==> config.mk <==
export PLATFORM = sky130hd
export DESIGN_NAME = cursor_line_editor_core
export DESIGN_NICKNAME = d
export VERILOG_FILES = /design/src/hdl/cle_pkg.sv /design/src/hdl/cle_ram.sv /design/src/hdl/cle_ctrl.sv /design/src/hdl/cle_dp.sv /design/src/hdl/cursor_line_editor_core.sv
export SDC_FILE = /design/constraint.sdc
export NUM_CORES = 1
export LEC_CHECK = 0
export ABC_CLOCK_PERIOD_IN_PS = 7200
export BUFFER_PORTS_ARGS = -buffer_cell sky130_fd_sc_hd__clkbuf_2
export CAP_MARGIN = 0
export CORE_MARGIN = 3
export CORE_UTILIZATION = 49
export CTS_CLUSTER_DIAMETER = 120
export DETAILED_ROUTE_END_ITERATION = 10
export PLACE_DENSITY = 0.69
export SLEW_MARGIN = 40
export SYNTH_ARGS = -nofsm -noshare
export SYNTH_HDL_FRONTEND = slang
export SYNTH_SLANG_ARGS = --single-unit
==> constraint.sdc <==
create_clock -name clk -period 7.2 [get_ports clk]
set_input_delay 0.36 -clock clk [delete_from_list [all_inputs] [get_ports clk]]
set_output_delay 0.36 -clock clk [all_outputs]
set_load 0.02 [all_outputs]
==> src/hdl/cle_pkg.sv <==
// ---------------------------------------------------------------------------
// cle_pkg: shared types and constants for the cursor line editor
// Key codes, controller state type and controller/datapath bundles.
// ---------------------------------------------------------------------------
`default_nettype none

package cle_pkg;

  localparam int LINE_DEPTH_DEF = 64;

  localparam logic [7:0] KEY_UPPER_LO = 8'd65;   // 'A'
  localparam logic [7:0] KEY_UPPER_HI = 8'd90;   // 'Z'
  localparam logic [7:0] KEY_LOWER_LO = 8'd97;   // 'a'
  localparam logic [7:0] KEY_LOWER_HI = 8'd122;  // 'z'
  localparam logic [7:0] KEY_DIGIT_LO = 8'h30;   // '0'
  localparam logic [7:0] KEY_DIGIT_HI = 8'h39;   // '9'
  localparam logic [7:0] KEY_DELETE   = 8'h2D;   // '-'
  localparam logic [7:0] KEY_LEFT     = 8'h3C;   // '<'
  localparam logic [7:0] KEY_RIGHT    = 8'h3E;   // '>'

  localparam logic FUNC_KEY   = 1'b0;
  localparam logic FUNC_FLUSH = 1'b1;

  typedef enum logic [1:0] {
    ST_IDLE,
    ST_MOVE,
    ST_FL_RD,
    ST_FL_LD
  } cle_state_t;

  // controller -> datapath
  typedef struct packed {
    logic key_op;   // keystroke transaction accepted this cycle
    logic mv_wr;    // finish a cursor move: write the top read last cycle
    logic fl_rd;    // issue flush read of the current character
    logic fl_ld;    // load output register and advance flush index
  } cle_cmd_t;

  // datapath -> controller
  typedef struct packed {
    logic key_is_move;  // current key is a cursor move that takes effect
    logic out_free;     // output register can take a new result
    logic fl_last;      // current flush character is the last one
  } cle_stat_t;

endpackage

`default_nettype wire

==> src/hdl/cle_ram.sv <==
// ---------------------------------------------------------------------------
// cle_ram: generic single-port RAM
// One read or write per cycle; read data registered, held when not reading.
// ---------------------------------------------------------------------------
`default_nettype none

module cle_ram #(
  parameter int WIDTH = 8,
  parameter int DEPTH = 64
) (
  input  wire logic                       clk,
  input  wire logic                       we,
  input  wire logic                       re,
  input  wire logic [$clog2(DEPTH)-1:0]   addr,
  input  wire logic [WIDTH-1:0]           wdata,
  output logic      [WIDTH-1:0]           rdata
);

  logic [WIDTH-1:0] mem [DEPTH];

  always_ff @(posedge clk) begin
    if (we) begin
      mem[addr] <= wdata;
    end
    if (re) begin
      rdata <= mem[addr];
    end
  end

endmodule

`default_nettype wire

==> src/hdl/cle_ctrl.sv <==
// ---------------------------------------------------------------------------
// cle_ctrl: line editor controller
// Sequences keystrokes, two-step cursor moves and the flush walk.
// ---------------------------------------------------------------------------
`default_nettype none

module cle_ctrl (
  input  wire logic                clk,
  input  wire logic                rst_n,
  input  wire logic                in_tvalid,
  output logic                     in_tready,
  input  wire logic                in_func,
  input  wire cle_pkg::cle_stat_t  stat,
  output cle_pkg::cle_cmd_t        cmd
);

  cle_pkg::cle_state_t state_r, state_nxt;

  always_ff @(posedge clk) begin
    if (!rst_n) begin
      state_r <= cle_pkg::ST_IDLE;
    end else begin
      state_r <= state_nxt;
    end
  end

  always_comb begin
    state_nxt  = state_r;
    cmd        = '0;
    in_tready  = 1'b0;
    case (state_r)
      cle_pkg::ST_IDLE: begin
        in_tready = 1'b1;
        if (in_tvalid) begin
          if (in_func == cle_pkg::FUNC_FLUSH) begin
            state_nxt = cle_pkg::ST_FL_RD;
          end else begin
            cmd.key_op = 1'b1;
            if (stat.key_is_move) begin
              state_nxt = cle_pkg::ST_MOVE;
            end
          end
        end
      end
      cle_pkg::ST_MOVE: begin
        cmd.mv_wr = 1'b1;
        state_nxt = cle_pkg::ST_IDLE;
      end
      cle_pkg::ST_FL_RD: begin
        cmd.fl_rd = 1'b1;
        state_nxt = cle_pkg::ST_FL_LD;
      end
      cle_pkg::ST_FL_LD: begin
        if (stat.out_free) begin
          cmd.fl_ld = 1'b1;
          state_nxt = stat.fl_last ? cle_pkg::ST_IDLE : cle_pkg::ST_FL_RD;
        end
      end
      default: begin
        state_nxt = cle_pkg::ST_IDLE;
      end
    endcase
  end

  a_move_one_cycle: assert property (@(posedge clk) disable iff (!rst_n)
    state_r == cle_pkg::ST_MOVE |=> state_r == cle_pkg::ST_IDLE)
    else $error("cursor move did not complete in one cycle");

  a_flush_start: assert property (@(posedge clk) disable iff (!rst_n)
    (in_tvalid && in_tready && in_func == cle_pkg::FUNC_FLUSH)
      |=> state_r == cle_pkg::ST_FL_RD)
    else $error("flush transaction did not start the flush walk");

  a_flush_end: assert property (@(posedge clk) disable iff (!rst_n)
    (cmd.fl_ld && stat.fl_last) |=> state_r == cle_pkg::ST_IDLE)
    else $error("controller did not return to idle after last character");

endmodule

`default_nettype wire

==> src/hdl/cle_dp.sv <==
// ---------------------------------------------------------------------------
// cle_dp: line editor datapath
// Left/right stack memories, counts, overflow flag, flush index and output
// register.
// ---------------------------------------------------------------------------
`default_nettype none

module cle_dp #(
  parameter int LINE_DEPTH = cle_pkg::LINE_DEPTH_DEF
) (
  input  wire logic                clk,
  input  wire logic                rst_n,
  input  wire logic [7:0]          in_tdata,
  input  wire cle_pkg::cle_cmd_t   cmd,
  output cle_pkg::cle_stat_t       stat,
  output logic                     out_tvalid,
  input  wire logic                out_tready,
  output logic [7:0]               out_tdata,
  output logic                     out_tlast,
  output logic [1:0]               out_tuser
);

  localparam int AW = $clog2(LINE_DEPTH);
  localparam int CW = $clog2(LINE_DEPTH + 1);

  logic [CW-1:0] lc_r, lc_nxt, rc_r, rc_nxt, n_r, n_nxt;
  logic          ovf_r, ovf_nxt;
  logic          fsel_r, fsel_nxt;     // flush character comes from left stack
  logic          mvdir_r, mvdir_nxt;   // 1: move left top to right stack
  logic          ov_r, ov_nxt;         // output valid

  logic [7:0]    ch_r, ch_nxt;
  logic          last_r, last_nxt, empty_r, empty_nxt, ovfo_r, ovfo_nxt;

  logic [CW-1:0] total, rfl_addr, lc_dec, rc_dec;
  logic          is_ins, is_del, is_lt, is_gt;

  logic          l_we, l_re, r_we, r_re;
  logic [AW-1:0] l_addr, r_addr;
  logic [7:0]    l_wd, r_wd, l_q, r_q;

  assign total    = lc_r + rc_r;
  assign rfl_addr = total - CW'(1) - n_r;   // right stack is read top down
  assign lc_dec   = lc_r - CW'(1);
  assign rc_dec   = rc_r - CW'(1);

  always_comb begin
    is_ins = in_tdata inside {[cle_pkg::KEY_UPPER_LO : cle_pkg::KEY_UPPER_HI],
                              [cle_pkg::KEY_LOWER_LO : cle_pkg::KEY_LOWER_HI],
                              [cle_pkg::KEY_DIGIT_LO : cle_pkg::KEY_DIGIT_HI]};
    is_del = in_tdata == cle_pkg::KEY_DELETE;
    is_lt  = in_tdata == cle_pkg::KEY_LEFT;
    is_gt  = in_tdata == cle_pkg::KEY_RIGHT;
  end

  always_comb begin
    stat.key_is_move = (is_lt && lc_r != '0) || (is_gt && rc_r != '0);
    stat.out_free    = !ov_r || out_tready;
    stat.fl_last     = (total == '0) || (n_r + CW'(1) == total);
  end

  always_comb begin
    lc_nxt    = lc_r;
    rc_nxt    = rc_r;
    n_nxt     = n_r;
    ovf_nxt   = ovf_r;
    fsel_nxt  = fsel_r;
    mvdir_nxt = mvdir_r;
    ov_nxt    = ov_r;
    ch_nxt    = ch_r;
    last_nxt  = last_r;
    empty_nxt = empty_r;
    ovfo_nxt  = ovfo_r;
    l_we      = 1'b0;
    l_re      = 1'b0;
    r_we      = 1'b0;
    r_re      = 1'b0;
    l_addr    = n_r[AW-1:0];
    r_addr    = rfl_addr[AW-1:0];
    l_wd      = in_tdata;
    r_wd      = l_q;

    if (ov_r && out_tready) begin
      ov_nxt = 1'b0;
    end

    if (cmd.key_op) begin
      if (is_ins) begin
        if (total >= CW'(LINE_DEPTH)) begin
          ovf_nxt = 1'b1;
        end else begin
          l_we   = 1'b1;
          l_addr = lc_r[AW-1:0];
          lc_nxt = lc_r + CW'(1);
        end
      end else if (is_del) begin
        if (lc_r != '0) begin
          lc_nxt = lc_dec;
        end
      end else if (is_lt) begin
        if (lc_r != '0) begin
          l_re      = 1'b1;
          l_addr    = lc_dec[AW-1:0];
          mvdir_nxt = 1'b1;
        end
      end else if (is_gt) begin
        if (rc_r != '0) begin
          r_re      = 1'b1;
          r_addr    = rc_dec[AW-1:0];
          mvdir_nxt = 1'b0;
        end
      end
    end

    if (cmd.mv_wr) begin
      if (mvdir_r) begin
        r_we   = 1'b1;
        r_addr = rc_r[AW-1:0];
        r_wd   = l_q;
        lc_nxt = lc_dec;
        rc_nxt = rc_r + CW'(1);
      end else begin
        l_we   = 1'b1;
        l_addr = lc_r[AW-1:0];
        l_wd   = r_q;
        rc_nxt = rc_dec;
        lc_nxt = lc_r + CW'(1);
      end
    end

    if (cmd.fl_rd) begin
      l_re     = 1'b1;
      r_re     = 1'b1;
      fsel_nxt = n_r < lc_r;
    end

    if (cmd.fl_ld) begin
      ov_nxt    = 1'b1;
      empty_nxt = total == '0;
      ch_nxt    = (total == '0) ? 8'd0 : (fsel_r ? l_q : r_q);
      last_nxt  = stat.fl_last;
      ovfo_nxt  = ovf_r;
      if (stat.fl_last) begin
        lc_nxt  = '0;
        rc_nxt  = '0;
        n_nxt   = '0;
        ovf_nxt = 1'b0;
      end else begin
        n_nxt = n_r + CW'(1);
      end
    end
  end

  always_ff @(posedge clk) begin
    if (!rst_n) begin
      lc_r  <= '0;
      rc_r  <= '0;
      n_r   <= '0;
      ovf_r <= 1'b0;
      ov_r  <= 1'b0;
    end else begin
      lc_r  <= lc_nxt;
      rc_r  <= rc_nxt;
      n_r   <= n_nxt;
      ovf_r <= ovf_nxt;
      ov_r  <= ov_nxt;
    end
  end

  always_ff @(posedge clk) begin
    fsel_r  <= fsel_nxt;
    mvdir_r <= mvdir_nxt;
    ch_r    <= ch_nxt;
    last_r  <= last_nxt;
    empty_r <= empty_nxt;
    ovfo_r  <= ovfo_nxt;
  end

  cle_ram #(.WIDTH(8), .DEPTH(LINE_DEPTH)) u_left (
    .clk   (clk),
    .we    (l_we),
    .re    (l_re),
    .addr  (l_addr),
    .wdata (l_wd),
    .rdata (l_q)
  );

  cle_ram #(.WIDTH(8), .DEPTH(LINE_DEPTH)) u_right (
    .clk   (clk),
    .we    (r_we),
    .re    (r_re),
    .addr  (r_addr),
    .wdata (r_wd),
    .rdata (r_q)
  );

  assign out_tvalid = ov_r;
  assign out_tdata  = ch_r;
  assign out_tlast  = last_r;
  assign out_tuser  = {ovfo_r, empty_r};

  a_capacity: assert property (@(posedge clk) disable iff (!rst_n)
    total <= CW'(LINE_DEPTH))
    else $error("line buffer holds more than its depth");

  a_load_free: assert property (@(posedge clk) disable iff (!rst_n)
    cmd.fl_ld |-> (!ov_r || out_tready))
    else $error("output register overwritten before its transaction");

  a_flush_clears: assert property (@(posedge clk) disable iff (!rst_n)
    (cmd.fl_ld && stat.fl_last) |=> (lc_r == '0 && rc_r == '0 && !ovf_r))
    else $error("buffer not cleared after flush");

endmodule

`default_nettype wire

==> src/hdl/cursor_line_editor_core.sv <==
// ---------------------------------------------------------------------------
// cursor_line_editor_core: gap-buffer keystroke line editor
// Insert, delete and cursor moves on a line; end of line streams it out.
// ---------------------------------------------------------------------------
// Keystroke: insert, delete and ignored keys finish on acceptance; a cursor
//   move adds a write step after the registered read of the stack memory.
// End of line: each character is read from its stack (ST_FL_RD) and then
//   loaded into the output register (ST_FL_LD), waiting while the output is
//   not free; an empty line gives one result. Next input taken after the last.
// Reset: counts, overflow flag, controller and output valid cleared; the
//   stack memories are not cleared (entries are only read after a write).
`default_nettype none

module cursor_line_editor_core #(
  parameter int LINE_DEPTH = cle_pkg::LINE_DEPTH_DEF
) (
  input  wire logic        clk,
  input  wire logic        rst_n,
  input  wire logic        in_tvalid,
  output logic             in_tready,
  input  wire logic [7:0]  in_tdata,   // [7:0] key
  input  wire logic        in_tuser,   // [0] func
  output logic             out_tvalid,
  input  wire logic        out_tready,
  output logic [7:0]       out_tdata,  // [7:0] ch
  output logic             out_tlast,  // last
  output logic [1:0]       out_tuser   // [0] empty_line, [1] overflow
);

  cle_pkg::cle_cmd_t  cmd;
  cle_pkg::cle_stat_t stat;

  cle_ctrl u_ctrl (
    .clk       (clk),
    .rst_n     (rst_n),
    .in_tvalid (in_tvalid),
    .in_tready (in_tready),
    .in_func   (in_tuser),
    .stat      (stat),
    .cmd       (cmd)
  );

  cle_dp #(.LINE_DEPTH(LINE_DEPTH)) u_dp (
    .clk        (clk),
    .rst_n      (rst_n),
    .in_tdata   (in_tdata),
    .cmd        (cmd),
    .stat       (stat),
    .out_tvalid (out_tvalid),
    .out_tready (out_tready),
    .out_tdata  (out_tdata),
    .out_tlast  (out_tlast),
    .out_tuser  (out_tuser)
  );

endmodule

`default_nettype wire

After elaboration in Yosys (flattened, before gate mapping)
Memory sizes are Yosys's and may differ from the RTL's. A register that Yosys moved wholly into a read port is not among the register bits. Index checks and enable logic that the tools add are counted.

Output and inout bits: 13. Memory bits (read-only): 0. Logic and storage cells: 145. Input bits: 13. Register bits: 38. Bits in latches: 0. RAM bits: 1024. Memories: 2.

Mux-type cells: 82. Div/mod/pow operators: 0. Bitwise logic cells: 2. Shifts and indexed selects: 0. $mul: 0. $lt $le $gt $ge: 8. Eq/ne operators: 11. Add/subtract/negate cells: 8. Reduce and logical (&&, ||, !) cells: 20.

Memories: u_dp.u_left.mem (words 64, bits a word 8, read ports 1, clocked after memory_dff 1, write ports 1, RTL line cle_ram.sv:19) `logic [WIDTH-1:0] mem [DEPTH];`; u_dp.u_right.mem (words 64, bits a word 8, read ports 1, clocked after memory_dff 1, write ports 1, RTL line cle_ram.sv:19).

Operator list (count): 2-to-1 mux 7 bit (14); 2-to-1 mux 6 bit (16); 2-to-1 mux 1 bit (43); equality test 8 x 6 -> 1 bit, second input constant (3); 2-to-1 mux 8 bit (3); adder 7 x 1 -> 7 bit, second input constant (3); >= comparator 8 x 7 -> 1 bit, second input constant (2); <= comparator 8 x 7 -> 1 bit, second input constant (2); nonzero test 7 bit (2); subtractor 7 x 1 -> 7 bit, second input constant (2); 2-to-1 mux 2 bit (5); >= comparator 8 x 6 -> 1 bit, second input constant (1); <= comparator 8 x 6 -> 1 bit, second input constant (1); case mux 2 bit (4 select lines) (1); adder 7 bit (1); equality test 7 bit (1); >= comparator 7 bit, second input constant (1); logical NOT 7 bit (1); < comparator 7 bit (1); logical AND 1 bit (6); != test 2 bit, second input constant (3); AND reduction 6 bit (1); nonzero test 2 bit (3); subtractor 6 x 1 -> 6 bit, second input constant (1); 10 further kinds (14).

Depth between registers and ports, before layout
Depth in word-level cells: 11. Depth in mapped cells: 19. Depth with buffers taken out: 17.

Modules after synthesis
A second synthesis with hierarchy kept.

Cells, all modules: 2827. Area total of the unflattened synthesis: 44742.9 um^2.

Modules (own cells, without submodules): cle_ram (cells each 1171, instances 2, area an instance 20529.7 um^2, sequential area each 15615.0 um^2); cle_dp (cells each 472, instances 1, area an instance 3563.4 um^2, sequential area each 850.8 um^2); cle_ctrl (cells each 13, instances 1, area an instance 120.1 um^2, sequential area each 40.0 um^2).

Least setup slack after synthesis
OpenSTA, ideal clock, no wires.

Path kind: flip-flop to flip-flop. From: register u_ctrl.state_r[1]. To: memory u_dp.u_left.mem[0][7], data pin. Cell stages (with the launch flop): 6. Buffers on the path: 2. Period minus slack after synthesis: 4.413 ns. Required time: 6.498 ns. Setup time: 0.702 ns. Path slack: 2.787 ns. Arrival time: 3.711 ns. Cell sequence: dfxtp_1 > clkbuf_1 > nand2b_1 > nor2_1 > clkbuf_1 > o21ai_0.

Cells in the longest elaborated chain, start to end: 3.

Ends and longest elaborated chain: start, declared (RTL line cle_ctrl.sv:17) `cle_pkg::cle_state_t state_r, state_nxt;`; start signal, assigned (RTL line cle_ctrl.sv:21) `state_r <= cle_pkg::ST_IDLE;`; start signal, assigned (RTL line cle_ctrl.sv:23) `state_r <= state_nxt;`; equality test 2 x 1 -> 1 bit (RTL line cle_ctrl.sv:31) `case (state_r)`; 2-to-1 mux 1 bit (RTL line cle_ctrl.sv:31); 2-to-1 mux 8 bit (RTL line cle_dp.sv:115) `if (cmd.mv_wr) begin`; via u_dp.l_wd[7] (RTL line cle_dp.sv:40) `logic [7:0] l_wd, r_wd, l_q, r_q;`; end, declared (RTL line cle_ram.sv:19).

The timed path passes the listed nets, and every way through them passes these cells.

Worst setup path after layout
From: register u_dp.lc_r[1]. To: register u_dp.u_left.rdata[7] (read register of u_dp.u_left.mem), data pin.

Cells in the longest elaborated chain, start to end: 8. Elaborated cells on any way between the ends: 18. Classes of those cells: 2 x add/sub; 1 x order compare; 14 x mux; 1 x reduce/logical.

Ends and longest elaborated chain: start, declared (RTL line cle_dp.sv:26) `logic [CW-1:0] lc_r, lc_nxt, rc_r, rc_nxt, n_r, n_nxt;`; start signal, assigned (RTL line cle_dp.sv:162) `lc_r <= lc_nxt;`; parallel branches: the longest is 8 deep, another holds adder 7 bit; end, declared (RTL line cle_ram.sv:16) `output logic [WIDTH-1:0] rdata`.

Parallel ways; which one is timed is not known. A chain may end at the register's enable or synchronous reset.

==> results.toml <==
[setup_path]
endpoint = "u_dp.u_left.rdata[7]"
r2r_setup_slack_ps = 1400
cp-start-kind = "flip-flop"
end_kind = "flip-flop"
startpoint = "u_dp.lc_r[1]"
critical_path_class = "reg -> reg"
cp.arrival_ps = 6210
r2r_cells = 15
r2r_end = "u_dp.u_left.rdata[7]"
cp_slowest_stage_delay_ps = 710
rr_startpoint = "u_dp.lc_r[1]"
required_ps = 7610
cp_top_family = "simple AND/OR/NAND/NOR gates"
cp.depth = 15
cp_max_fo = 49
path_cells = "inv_1, ha_1, nor4b_2, a2111oi_4, and2_4, mux2i_1, nand4_4, buf_4, nor2_1, buf_4, a221o_1, nand2_1, a31oi_1, or4_1, or4_1"
path_buf_inv = 3
cp_slowest_cell = "buf_4"

[timing]
setup-tns-final_ps = 0
finalHoldViolCount = 0
fin_crit_ps = 5800
skew_ps = 28.8
finalMaxSlewViolations = 0
rsz0062_at_grt = "no"
tightest_slew_ps = 997
setup_ws_ps = 1400
fmaxAchievable_mhz = 172
period_share_pct = 80.6
slew-limit-headroom_pct = 33.3
holdWs_ps = 60.5
setup_viol = 0

[cells_and_area]
fin_area_sq_um = 49300
nNetsFinal = 3252
drive_gt1_share_pct = 12.6
fin_cells = 4461
syn_to_final_growth_pct = 11.5
antenna_cells = 0
final_core_util_pct = 55.5
fillCellCount = 7062

[outcome]
outcome = "completed"

[place]
place_ws_ps = 1440
dpl.hpwl_um = 76100
gp_congestion = 0.941
placed_area_sq_um = 45900
numPortBuffers = 25
post-place-cells = 4269

[global_routing]
grt_first_pass_wirelength_um = 183000
grt_antenna_before_repair = 0
grt-ovfl-total = 0
track_usage_pct = 26.1
grt_pass1_vias = 27500
grt_max_degree = 83

[drt]
wl_per_cell_um = 27.8
dr.pass1.iters = 7
vias = 28700
drt_wl_total_um = 124000
detail_route.iter0.violations = 4422
antenna_left = 0
drc = 0
vias_per_cell = 6.44

[cts]
post_cts_buffers = 0
path_clk_slew_ps = 70
clk-insertion-delay-late_ps = 680
cts-buffers-inserted = 101
cts_resized = 0
holdBufCountCts = 1
cts.sinks = 1078
root_buffer = "clkbuf_16"
clk_path_buf_depth = 3
cts_tree = "yes"
htree_num_levels = 3

[die]
die_h_um = 306
fp.dieW_um = 306
ioPinCount = 26
die-area_sq_um = 93900
fp-row-count = 109
start_util_pct = 49.8
coreArea_sq_um = 88900

[min_path]
hp-class = "in -> reg"

[synthesis]
yosysSeqAreaShare_pct = 72.6
ys_warn_count = 0
netlist_area_sq_um = 44200
ys.flop_type = "edfxtp_1"
synth_top_area_share_pct = 71.5
synth.avg_cell_area_sq_um = 13.8
synthCells = 3198
synthDistinctLibCells = 93
synthArstFlopShare_pct = 0
synth_top_cell_by_area = "edfxtp_1"
synthesis.nets = 3237
yosys_register_bits = 1078
synth.top_cells.by_area = "edfxtp_1 71%, nand2_1 4.5%, a21oi_1 2.1%, nor2_1 2.0%, mux2i_1 1.7%"
synth_edf_count = 1053

[run]
cap_violations = 0

[power_and_ir_drop]
power_density_nw_per_um2 = 300
p_leak_nw = 16.0
ir_worst_vdd_mv = 0.198
finalPower_mw = 14.8
[power by group]
group          internal, mW  switching (mW)  total, mW
Sequential             6.99          0.0507       7.04
Clock                  3.01            2.33       5.34
Combinational         0.683            1.76       2.44
[cells in the mapped netlist (all sizes together), types with 32 or more instances]
cell    instances
edfxtp       1053
nand2         533
nor2          233
a21oi         183
nand3         129
buf           111
a22oi          91
clkbuf         86
o21ai          75
mux2i          73
a211oi         53
a31oi          41
a222oi         37
mux2           34
nor3           32
[sequential cells by signal, summed over array words and instances, names as in the netlist]
name,count
u_ctrl.state_r,2
u_dp.empty_r,1
u_dp.fsel_r,1
u_dp.lc_r,7
u_dp.mvdir_r,1
u_dp.n_r,7
u_dp.out_tdata,8
u_dp.out_tlast,1
u_dp.out_tvalid,1
u_dp.ovf_r,1
u_dp.ovfo_r,1
u_dp.rc_r,7
u_dp.u_left.mem,512
u_dp.u_left.rdata,8
u_dp.u_right.mem,512
u_dp.u_right.rdata,8
[worst reg2reg max path, stage by stage (launching register included)]
cell and delay [ps]:
dfxtp_1 640, inv_1 200, ha_1 220, nor4b_2 180, a2111oi_4 650, and2_4 280, mux2i_1 120, nand4_4 310
buf_4 710, nor2_1 410, buf_4 320, a221o_1 360, nand2_1 60, a31oi_1 70, or4_1 520, or4_1 510
[worst min path at each step]
stage | from | endpoint | slack (ps) | cells past startpoint
after floorplan | u_dp.ovf_r | u_dp.ovfo_r | 410 | 0
after CTS | rst_n | u_dp.out_tvalid | 20 | 2
after detailed placement | u_dp.ovf_r | u_dp.ovfo_r | 500 | 0
after global placement | u_dp.ovf_r | u_dp.ovfo_r | 510 | 0
final | out_tready | u_dp.out_tvalid | 60 | 3
after global routing | rst_n | u_dp.n_r[4] | 60 | 2
[cells in the final DEF (no fill, tap or decap), drive strengths merged, types with 8 or more instances in the layout]
master      n
edfxtp   1053
nand2     533
nor2      233
a21oi     183
clkbuf    149
nand3     129
a22oi      91
buf        83
o21ai      75
mux2i      73
a211oi     53
a31oi      41
clkinv     41
a222oi     37
mux2       34
nor3       32
o22ai      31
inv        30
xnor2      28
a22o       28
a221oi     28
dfxtp      25
ha         24
and3       20
or4        16
or3        14
o2bb2ai    14
o211ai     13
xor2       12
bufinv     11
nand2b     10
nand4      10
a221o       9
nor2b       8
a2111oi     8
[metal layers]
metal | share of wire, % | GRT usage, % | vias up
met4 | 6.0 | 13.9 | 0
met1 | 38 | 35.0 | 14200
met3 | 9.5 | 4.21 | 392
li1 | - | - | 12300
met5 | 0 | 0 | -
met2 | 47 | 41.3 | 1774
[final cells by class]
type | instances | area (sq um) | area share, %
Clock buffer | 124 | 2630 | 5.34
Clock inverter | 62 | 643 | 1.30
Inverter | 24 | 90.1 | 0.183
Multi-Input combinational cell | 1899 | 11500 | 23.4
Sequential cell | 1078 | 32100 | 65.1
Tap cell | 1165 | 1460 | 2.96
Timing Repair Buffer | 109 | 832 | 1.69
[kinds of logic (layout without fill, tap and decap cells)]
kind of cell	count (synthesis)	in the layout	share of synthesized area (%)
AO/OA/AOI/OAI	686	686	10.8
adder cells (fa/ha/maj)	26	26	0.769
XOR/XNOR	40	40	0.809
AND/OR/NAND/NOR	1040	1040	10.3
flip-flops	1078	1078	72.6
buffers and inverters	221	319	2.20
multiplexers	107	107	2.53
(Power assumes the default switching activity.)
